[src/rtl/itv_pkg.sv]
// shared types and constants for the iso timestamp validator
`timescale 1ns / 1ps
`default_nettype none

package itv_pkg;

  localparam int QueueDepth = 2;

  localparam int CharW  = 8;
  localparam int PosW   = 5;
  localparam int FieldW = 7;
  localparam int DigitW = 4;

  localparam logic [PosW-1:0] PosMax       = 5'd31;
  localparam logic [PosW-1:0] DateLastPos  = 5'd9;
  localparam logic [PosW-1:0] StampLastPos = 5'd23;

  typedef enum logic [2:0] {
    FLD_NONE,
    FLD_YEAR_HI,
    FLD_YEAR_LO,
    FLD_MONTH,
    FLD_DAY,
    FLD_HOUR,
    FLD_MINUTE,
    FLD_SECOND
  } itv_field_t;

  // one classified character, handed from the front end to the checker
  typedef struct packed {
    logic [DigitW-1:0] digit;
    itv_field_t        field;
    logic              bad;
    logic              last;
    logic              len_ok;
    logic              tstamp;
  } itv_item_t;

endpackage

`default_nettype wire

[src/rtl/itv_front.sv]
// front end: position tracking, layout and character class check
`timescale 1ns / 1ps
`default_nettype none

module itv_front (
  input  wire logic                     clk,
  input  wire logic                     rst_n,
  input  wire logic                     cfg_valid,
  input  wire logic                     cfg_data,
  input  wire logic                     in_valid,
  input  wire logic [itv_pkg::CharW-1:0] in_char,
  input  wire logic                     in_last,
  input  wire logic                     q_full,
  output logic                          in_ready,
  output logic                          q_push,
  output itv_pkg::itv_item_t            q_item
);
  import itv_pkg::*;

  localparam logic [CharW-1:0] ChDash  = 8'h2D;
  localparam logic [CharW-1:0] ChT     = 8'h54;
  localparam logic [CharW-1:0] ChColon = 8'h3A;
  localparam logic [CharW-1:0] ChDot   = 8'h2E;
  localparam logic [CharW-1:0] ChZ     = 8'h5A;
  localparam logic [CharW-1:0] ChZero  = 8'h30;
  localparam logic [CharW-1:0] ChNine  = 8'h39;
  localparam logic [CharW-1:0] ChNone  = 8'h00;

  logic            fmt_r;
  logic [PosW-1:0] pos_r;
  logic [PosW-1:0] pos_nxt;
  logic [PosW-1:0] last_pos;
  logic [CharW-1:0] sep;
  logic            is_digit;
  logic            past_end;
  itv_field_t      field;

  function automatic logic [CharW-1:0] sep_at(input logic [PosW-1:0] p);
    case (p)
      5'd4, 5'd7:   sep_at = ChDash;
      5'd10:        sep_at = ChT;
      5'd13, 5'd16: sep_at = ChColon;
      5'd19:        sep_at = ChDot;
      5'd23:        sep_at = ChZ;
      default:      sep_at = ChNone;
    endcase
  endfunction

  function automatic itv_field_t field_at(input logic [PosW-1:0] p);
    case (p)
      5'd0, 5'd1:   field_at = FLD_YEAR_HI;
      5'd2, 5'd3:   field_at = FLD_YEAR_LO;
      5'd5, 5'd6:   field_at = FLD_MONTH;
      5'd8, 5'd9:   field_at = FLD_DAY;
      5'd11, 5'd12: field_at = FLD_HOUR;
      5'd14, 5'd15: field_at = FLD_MINUTE;
      5'd17, 5'd18: field_at = FLD_SECOND;
      default:      field_at = FLD_NONE;
    endcase
  endfunction

  assign in_ready = !q_full;
  assign q_push   = in_valid && in_ready;

  always_comb begin
    last_pos = fmt_r ? StampLastPos : DateLastPos;
    past_end = pos_r > last_pos;
    sep      = sep_at(pos_r);
    is_digit = (in_char >= ChZero) && (in_char <= ChNine);
    field    = field_at(pos_r);

    q_item        = '0;
    q_item.digit  = in_char[DigitW-1:0];
    q_item.last   = in_last;
    q_item.len_ok = (pos_r == last_pos);
    q_item.tstamp = fmt_r;
    q_item.field  = FLD_NONE;
    if (past_end) begin
      q_item.bad = 1'b1;
    end else if (sep != ChNone) begin
      q_item.bad = (in_char != sep);
    end else if (!is_digit) begin
      q_item.bad = 1'b1;
    end else begin
      // millisecond digits fall through as FLD_NONE: class check only
      q_item.field = field;
    end

    if (in_last) begin
      pos_nxt = '0;
    end else if (pos_r == PosMax) begin
      pos_nxt = PosMax;
    end else begin
      pos_nxt = pos_r + 1'b1;
    end
  end

  always_ff @(posedge clk) begin
    if (!rst_n) begin
      fmt_r <= 1'b0;
      pos_r <= '0;
    end else begin
      if (cfg_valid) begin
        fmt_r <= cfg_data;
      end
      if (q_push) begin
        pos_r <= pos_nxt;
      end
    end
  end

endmodule

`default_nettype wire

[src/rtl/itv_fifo.sv]
// small queue of classified characters between front end and checker
`timescale 1ns / 1ps
`default_nettype none

module itv_fifo #(
  parameter int Depth = itv_pkg::QueueDepth
) (
  input  wire logic               clk,
  input  wire logic               rst_n,
  input  wire logic               push,
  input  itv_pkg::itv_item_t      push_item,
  output logic                    full,
  input  wire logic               pop,
  output itv_pkg::itv_item_t      pop_item,
  output logic                    not_empty
);
  import itv_pkg::*;

  localparam int PtrW = (Depth > 1) ? $clog2(Depth) : 1;
  localparam int CntW = $clog2(Depth + 1);
  localparam logic [PtrW-1:0] PtrLast = PtrW'(Depth - 1);
  localparam logic [CntW-1:0] CntFull = CntW'(Depth);

  itv_item_t       mem_r [Depth];
  logic [PtrW-1:0] wr_ptr_r;
  logic [PtrW-1:0] rd_ptr_r;
  logic [CntW-1:0] cnt_r;
  logic            do_push;
  logic            do_pop;

  assign full      = (cnt_r == CntFull);
  assign not_empty = (cnt_r != '0);
  assign do_push   = push && !full;
  assign do_pop    = pop && not_empty;
  assign pop_item  = mem_r[rd_ptr_r];

  always_ff @(posedge clk) begin
    if (do_push) begin
      mem_r[wr_ptr_r] <= push_item;
    end
  end

  always_ff @(posedge clk) begin
    if (!rst_n) begin
      wr_ptr_r <= '0;
      rd_ptr_r <= '0;
      cnt_r    <= '0;
    end else begin
      if (do_push) begin
        wr_ptr_r <= (wr_ptr_r == PtrLast) ? '0 : wr_ptr_r + 1'b1;
      end
      if (do_pop) begin
        rd_ptr_r <= (rd_ptr_r == PtrLast) ? '0 : rd_ptr_r + 1'b1;
      end
      case ({do_push, do_pop})
        2'b10:   cnt_r <= cnt_r + 1'b1;
        2'b01:   cnt_r <= cnt_r - 1'b1;
        default: cnt_r <= cnt_r;
      endcase
    end
  end

endmodule

`default_nettype wire

[src/rtl/itv_back.sv]
// back end: field accumulation, range and calendar checks, result register
`timescale 1ns / 1ps
`default_nettype none

module itv_back (
  input  wire logic          clk,
  input  wire logic          rst_n,
  input  wire logic          q_not_empty,
  input  itv_pkg::itv_item_t q_item,
  output logic               q_pop,
  output logic               out_valid,
  output logic               out_result,
  input  wire logic          out_ready
);
  import itv_pkg::*;

  localparam logic [FieldW-1:0] MonthMax  = 7'd12;
  localparam logic [FieldW-1:0] HourMax   = 7'd23;
  localparam logic [FieldW-1:0] MinSecMax = 7'd59;

  logic              broken_r, broken_nxt;
  logic [FieldW-1:0] yhi_r, yhi_nxt;
  logic [FieldW-1:0] ylo_r, ylo_nxt;
  logic [FieldW-1:0] month_r, month_nxt;
  logic [FieldW-1:0] day_r, day_nxt;
  logic [FieldW-1:0] hour_r, hour_nxt;
  logic [FieldW-1:0] min_r, min_nxt;
  logic [FieldW-1:0] sec_r, sec_nxt;
  logic              out_valid_r;
  logic              out_result_r;
  logic              leap;
  logic [FieldW-1:0] mdays;
  logic              ok;

  function automatic logic [FieldW-1:0] push_digit(input logic [FieldW-1:0] v,
                                                   input logic [DigitW-1:0] d);
    logic [FieldW+2:0] s;
    s = {v, 3'b000} + {2'b00, v, 1'b0} + {{(FieldW-1){1'b0}}, d};
    return s[FieldW-1:0];
  endfunction

  function automatic logic [FieldW-1:0] month_days(input logic [FieldW-1:0] m,
                                                   input logic lp);
    case (m)
      7'd2:                      month_days = lp ? 7'd29 : 7'd28;
      7'd4, 7'd6, 7'd9, 7'd11:   month_days = 7'd30;
      default:                   month_days = 7'd31;
    endcase
  endfunction

  assign out_valid  = out_valid_r;
  assign out_result = out_result_r;
  // a last character waits only while an untaken result sits in the register
  assign q_pop = q_not_empty && (!q_item.last || !out_valid_r || out_ready);

  always_comb begin
    broken_nxt = broken_r | q_item.bad;
    yhi_nxt    = yhi_r;
    ylo_nxt    = ylo_r;
    month_nxt  = month_r;
    day_nxt    = day_r;
    hour_nxt   = hour_r;
    min_nxt    = min_r;
    sec_nxt    = sec_r;
    case (q_item.field)
      FLD_YEAR_HI: yhi_nxt   = push_digit(yhi_r, q_item.digit);
      FLD_YEAR_LO: ylo_nxt   = push_digit(ylo_r, q_item.digit);
      FLD_MONTH:   month_nxt = push_digit(month_r, q_item.digit);
      FLD_DAY:     day_nxt   = push_digit(day_r, q_item.digit);
      FLD_HOUR:    hour_nxt  = push_digit(hour_r, q_item.digit);
      FLD_MINUTE:  min_nxt   = push_digit(min_r, q_item.digit);
      FLD_SECOND:  sec_nxt   = push_digit(sec_r, q_item.digit);
      default:     ;
    endcase

    // year = 100*hi + lo: divisible by 4 follows lo, by 400 follows hi when lo is zero
    leap  = (ylo_nxt != '0) ? (ylo_nxt[1:0] == 2'b00) : (yhi_nxt[1:0] == 2'b00);
    mdays = month_days(month_nxt, leap);

    ok = !broken_nxt && q_item.len_ok
         && ((yhi_nxt != '0) || (ylo_nxt != '0))
         && (month_nxt != '0) && (month_nxt <= MonthMax)
         && (day_nxt != '0) && (day_nxt <= mdays)
         && (!q_item.tstamp
             || ((hour_nxt <= HourMax) && (min_nxt <= MinSecMax)
                 && (sec_nxt <= MinSecMax)));
  end

  always_ff @(posedge clk) begin
    if (!rst_n) begin
      broken_r    <= 1'b0;
      yhi_r       <= '0;
      ylo_r       <= '0;
      month_r     <= '0;
      day_r       <= '0;
      hour_r      <= '0;
      min_r       <= '0;
      sec_r       <= '0;
      out_valid_r <= 1'b0;
    end else begin
      if (q_pop && q_item.last) begin
        broken_r    <= 1'b0;
        yhi_r       <= '0;
        ylo_r       <= '0;
        month_r     <= '0;
        day_r       <= '0;
        hour_r      <= '0;
        min_r       <= '0;
        sec_r       <= '0;
        out_valid_r <= 1'b1;
      end else begin
        if (q_pop) begin
          broken_r <= broken_nxt;
          yhi_r    <= yhi_nxt;
          ylo_r    <= ylo_nxt;
          month_r  <= month_nxt;
          day_r    <= day_nxt;
          hour_r   <= hour_nxt;
          min_r    <= min_nxt;
          sec_r    <= sec_nxt;
        end
        if (out_ready) begin
          out_valid_r <= 1'b0;
        end
      end
    end
  end

  always_ff @(posedge clk) begin
    if (q_pop && q_item.last) begin
      out_result_r <= ok;
    end
  end

endmodule

`default_nettype wire

[src/rtl/iso_timestamp_validator_unit.sv]
// top level of the iso date / timestamp string validator
`timescale 1ns / 1ps
`default_nettype none

// Checks a string, one character per transfer with tlast on the final one,
// against YYYY-MM-DD (cfg_data = 0) or YYYY-MM-DDTHH:MM:SS.mmmZ (cfg_data = 1),
// including digit classes, exact separators, exact length, nonzero year,
// month 1-12, day within the Gregorian month length, and hour/minute/second
// ranges in timestamp mode. Each tlast character produces one output transfer
// with out_tdata[0] = 1 for a valid string. The block takes one character per
// cycle while the queue has room; a character passes the front end (position
// and class check) into a small queue, and the back end pops it and folds it
// into the field registers; popping the last character loads the result
// register. A pending result only stalls the next last character, not the
// characters before it. The user must write the mode register (cfg_valid,
// cfg_data) only while no string is in flight; the block does not enforce it.

module iso_timestamp_validator_unit #(
  parameter int QueueDepth = itv_pkg::QueueDepth
) (
  input  wire logic       clk,
  input  wire logic       rst_n,
  input  wire logic       cfg_valid,
  output logic            cfg_ready,
  input  wire logic       cfg_data,   // timestamp_format
  input  wire logic       in_tvalid,
  output logic            in_tready,
  input  wire logic [7:0] in_tdata,   // [7:0] char_code
  input  wire logic       in_tlast,   // last_char
  output logic            out_tvalid,
  input  wire logic       out_tready,
  output logic [7:0]      out_tdata   // [0] string_valid, [7:1] zero
);
  import itv_pkg::*;

  logic      q_push;
  logic      q_full;
  logic      q_pop;
  logic      q_not_empty;
  itv_item_t q_in_item;
  itv_item_t q_out_item;
  logic      result;

  assign cfg_ready = 1'b1;
  assign out_tdata = {7'b0000000, result};

  itv_front u_front (
    .clk       (clk),
    .rst_n     (rst_n),
    .cfg_valid (cfg_valid),
    .cfg_data  (cfg_data),
    .in_valid  (in_tvalid),
    .in_char   (in_tdata),
    .in_last   (in_tlast),
    .q_full    (q_full),
    .in_ready  (in_tready),
    .q_push    (q_push),
    .q_item    (q_in_item)
  );

  itv_fifo #(
    .Depth (QueueDepth)
  ) u_fifo (
    .clk       (clk),
    .rst_n     (rst_n),
    .push      (q_push),
    .push_item (q_in_item),
    .full      (q_full),
    .pop       (q_pop),
    .pop_item  (q_out_item),
    .not_empty (q_not_empty)
  );

  itv_back u_back (
    .clk         (clk),
    .rst_n       (rst_n),
    .q_not_empty (q_not_empty),
    .q_item      (q_out_item),
    .q_pop       (q_pop),
    .out_valid   (out_tvalid),
    .out_result  (result),
    .out_ready   (out_tready)
  );

endmodule

`default_nettype wire
[config.mk]
export PLATFORM = sky130hd
export DESIGN_NAME = iso_timestamp_validator_unit
export DESIGN_NICKNAME = d
export VERILOG_FILES = /design/src/rtl/itv_pkg.sv /design/src/rtl/itv_front.sv /design/src/rtl/itv_fifo.sv /design/src/rtl/itv_back.sv /design/src/rtl/iso_timestamp_validator_unit.sv
export SDC_FILE = /design/constraint.sdc
export NUM_CORES = 1
export LEC_CHECK = 0
export BUFFER_PORTS_ARGS = -buffer_cell sky130_fd_sc_hd__buf_2
export CORE_MARGIN = 4
export CORE_UTILIZATION = 30
export DETAILED_ROUTE_END_ITERATION = 8
export GPL_ROUTABILITY_DRIVEN = 0
export HOLD_SLACK_MARGIN = 0.15
export SLEW_MARGIN = 20
export SYNTH_ARGS = -nofsm -noshare
export SYNTH_HDL_FRONTEND = slang
export SYNTH_HIERARCHICAL = 1
export SYNTH_SLANG_ARGS = --single-unit
[constraint.sdc]
create_clock -name clk -period 10.45 [get_ports clk]
set_clock_uncertainty 0.2 [all_clocks]
set_input_delay 0 -clock clk [delete_from_list [all_inputs] [get_ports clk]]
set_output_delay 0 -clock clk [all_outputs]
set_load 0.005 [all_outputs]
==> flow_metrics.tcl <==
set metrics [dict create \
    layout-drive-gt1-share_pct 10.5 \
    vias 4766 \
    ys_top_cells_by_area "dfxtp_1 21%, ha_1 14%, edfxtp_1 11%" \
    outcome "finished clean" \
    post-dp-hpwl_um 9610 \
    crit_top_cell "fa_1" \
    postCtsSetupBuffers 0 \
    syn-cell-area_um2 6290 \
    synth_cell_type_count 75 \
    p_sw_share_pct 39.8 \
    rsz0062_at_grt "false" \
    leakage_nw 3.05 \
    crit_arrival_ns 4.93 \
    ys_warn_count 6 \
    synth_top_area_share_pct 20.7 \
    drtIter0Drc 198 \
    clk_path_buf_depth 2 \
    core_um2 20400 \
    grt_usage_pct 11.5 \
    nFillCells 2147 \
    slowest_delay_ns 0.61 \
    dpl_cell_area_um2 6520 \
    wire_per_inst_um 13.8 \
    cp_cell_sequence "mux2_2 > fa_1 > fa_1 > a21o_1 > a21oi_1 > xor2_1 > a22oi_1 > or4_1 > ha_1 > a221oi_1 > nor4_1 > o221ai_1 > nor4_2" \
    cp_max_fo 11 \
    cts_root_buffer "clkbuf_16" \
    tns_ns 0 \
    finalCritPeriodShare_pct 47.5 \
    synthArstFlopShare_pct 0 \
    period_minus_slack_ns 4.96 \
    clock.fmax_mhz 202 \
    synth.ff_latch_count 88 \
    yosys.area.top_type "dfxtp_1" \
    cts_resized 0 \
    synth_ff_type "dfxtp_1" \
    peakVddDrop_mv 0.0975 \
    finalInstanceArea_um2 6980 \
    slowest_stage "dfxtp_1" \
    drtAntennaViolNets 0 \
    cp_num_buf_inv 0 \
    rr_worst_depth 13 \
    wirelength_um 13200 \
    htreeDepth 3 \
    layout_common_cells "73 x nor2_1, 71 x ha_1, 65 x dfxtp_1, 52 x a21oi_1, 35 x inv_1" \
    setup_viol 0 \
    worstPathRequired_ns 10.42 \
    initial_core_util_pct 30.8 \
    drt-vias-per-instance 4.97 \
    post-route-drc-count 0 \
    cts_tree "done" \
    pwr-share-clk_pct 23.0 \
    cts_buffers 9 \
    syn_inst 668 \
    crit_type "reg2reg" \
    antenna_found_initial 0 \
    hold_viol_final 0 \
    synth-edff-count 23 \
    p_switching_w 0.000528 \
    crit_path_end_kind "register" \
    cp_top_family "adder cells" \
    fin_nets 783 \
    layout.cells.most_common "nor2_1" \
    numPortBuffers 17 \
    finalMaxSlewViolations 0 \
    power_w 0.00133 \
    fp-row-count 52 \
    die-area_um2 23300 \
    maxCapViolations 0 \
    clk_pin_slew_worst_paths_ns 0.07 \
    worst_pin_slew_ns 1.08 \
    die_h_um 153 \
    slew-limit-headroom_pct 27.9 \
    syn_avg_cell_area_um2 9.41 \
    yosysSeqAreaShare_pct 31.7 \
    p_per_area_nw_per_um2 190 \
    cts_sinks 88 \
    r2r_slack_ns 5.49 \
    combinationalPowerShare_pct 43.4 \
    io-pin-count 26 \
    grt_pass1_wl_um 22500 \
    clk_latency_ns 0.34 \
    cp.depth 13 \
    area_growth_syn_to_layout_pct 11.0 \
    holdPathStages 2 \
    grt_max_degree 51 \
    p_int_w 0.000800 \
    seqPwrFrac_pct 33.6 \
    firstDrtPassIters 5 \
    cp-start-kind "register" \
    n_antenna_cell 0 \
    hp-class "in2reg" \
    gr-total-overflow 0 \
    grt_pass1_vias 4567 \
    fp.dieW_um 153 \
]
state kept, by name, summed over array words and instances, names as in the netlist, named ones only:
name	flops
u_fifo/mem_r	22
u_back/day_r	7
u_back/hour_r	7
u_back/min_r	7
u_back/month_r	7
u_back/sec_r	7
u_back/yhi_r	7
u_back/ylo_r	7
u_front/pos_r	5
u_front/field	3
u_fifo/cnt_r	2
u_back/broken_r	1
u_back/out_result	1
u_back/out_valid	1
u_fifo/rd_ptr_r	1
u_fifo/wr_ptr_r	1
u_front/fmt_r	1
power by group through the flow:
stage,Sequential [W],Clock [W],Combinational (W)
after floorplan,0.000437,0,0.000459
after global placement,0.000453,0,0.000568
after detailed placement,0.000454,0,0.000571
after CTS,0.000447,0.000318,0.000582
after global routing,0.000454,0.000331,0.000648
final,0.000446,0.000305,0.000577
metrics by stage:
stage	std cells	worst slack (ns)	utilization, %	hold slack, ns
floorplan	674	5.97	-	-0.0825
CTS	958	5.44	34.2	0.228
detailed placement	924	5.46	31.9	0.0250
global route	958	5.18	34.2	0.239
finish	958	5.49	34.2	0.228
global placement	924	5.69	31.9	0.0222
synthesized netlist by cell type (3+ instances only):
| cell | n |
|---|---|
| a211oi_1 | 13 |
| a21o_1 | 10 |
| a21oi_1 | 52 |
| a221oi_1 | 4 |
| a31o_2 | 4 |
| a31oi_1 | 4 |
| a41o_1 | 3 |
| and2_1 | 7 |
| and3_1 | 5 |
| buf_1 | 4 |
| buf_2 | 7 |
| buf_4 | 17 |
| clkbuf_1 | 9 |
| dfxtp_1 | 65 |
| edfxtp_1 | 23 |
| fa_1 | 14 |
| ha_1 | 71 |
| inv_1 | 35 |
| mux2_2 | 14 |
| mux2i_1 | 25 |
| nand2_1 | 29 |
| nand2b_1 | 9 |
| nand3_1 | 17 |
| nand4_1 | 5 |
| nand4b_1 | 4 |
| nor2_1 | 73 |
| nor2b_1 | 9 |
| nor3_1 | 8 |
| nor3b_1 | 3 |
| nor4_1 | 8 |
| o21a_1 | 4 |
| o21ai_0 | 9 |
| or4_1 | 4 |
| xnor2_1 | 26 |
| xor2_1 | 18 |
cell type report:
class / count / area, um^2 / area share, %
Tap cell: 270 / 338 / 4.84
Clock inverter: 7 / 55.1 / 0.789
Inverter: 37 / 144 / 2.06
Timing Repair Buffer: 37 / 280 / 4.02
Clock buffer: 9 / 225 / 3.23
Multi-Input combinational cell: 510 / 3950 / 56.5
Sequential cell: 88 / 1990 / 28.5
routing by layer:
metal,share of wire (%),up-vias,wire length (um),track usage [%]
met4,0.43,0,57,2.63
met1,47,2284,6210,15.4
met5,0,-,0,0
met3,3.4,6,453,2.64
li1,-,2407,-,-
met2,49,69,6470,18.8
worst paths after layout:
check / startpoint / end
max: register / u_back/out_result
min reg2reg: u_back/broken_r / u_back/broken_r
min: in_tdata[0] / u_fifo/mem_r[1][7]
max reg2reg: register / u_back/out_result
worst reg2reg max path, cell delays in order, from the launching register on:
cell      delay, ns
dfxtp_1        0.61
mux2_2         0.54
fa_1           0.58
fa_1           0.47
a21o_1         0.19
a21oi_1        0.17
xor2_1         0.23
a22oi_1        0.17
or4_1          0.53
ha_1           0.30
a221oi_1       0.08
nor4_1         0.28
o221ai_1       0.18
nor4_2         0.27
what timing repair did:
item,in CTS,in global routing
endpoints found under the setup margin,0,0
hold endpoints to repair,34,0
hold buffers,18,0
cell families after synthesis:
logic type / count (synthesis) / synth area share (%)
flip-flops: 88 / 31.7
AO/OA/AOI/OAI: 129 / 13.7
multiplexers: 39 / 6.49
buffers and inverters: 76 / 6.01
AND/OR/NAND/NOR: 205 / 17.3
other: 2 / 0.119
XOR/XNOR: 44 / 6.13
adder cells (fa/ha/maj): 85 / 18.6
Power figures use the tool's default switching activity.
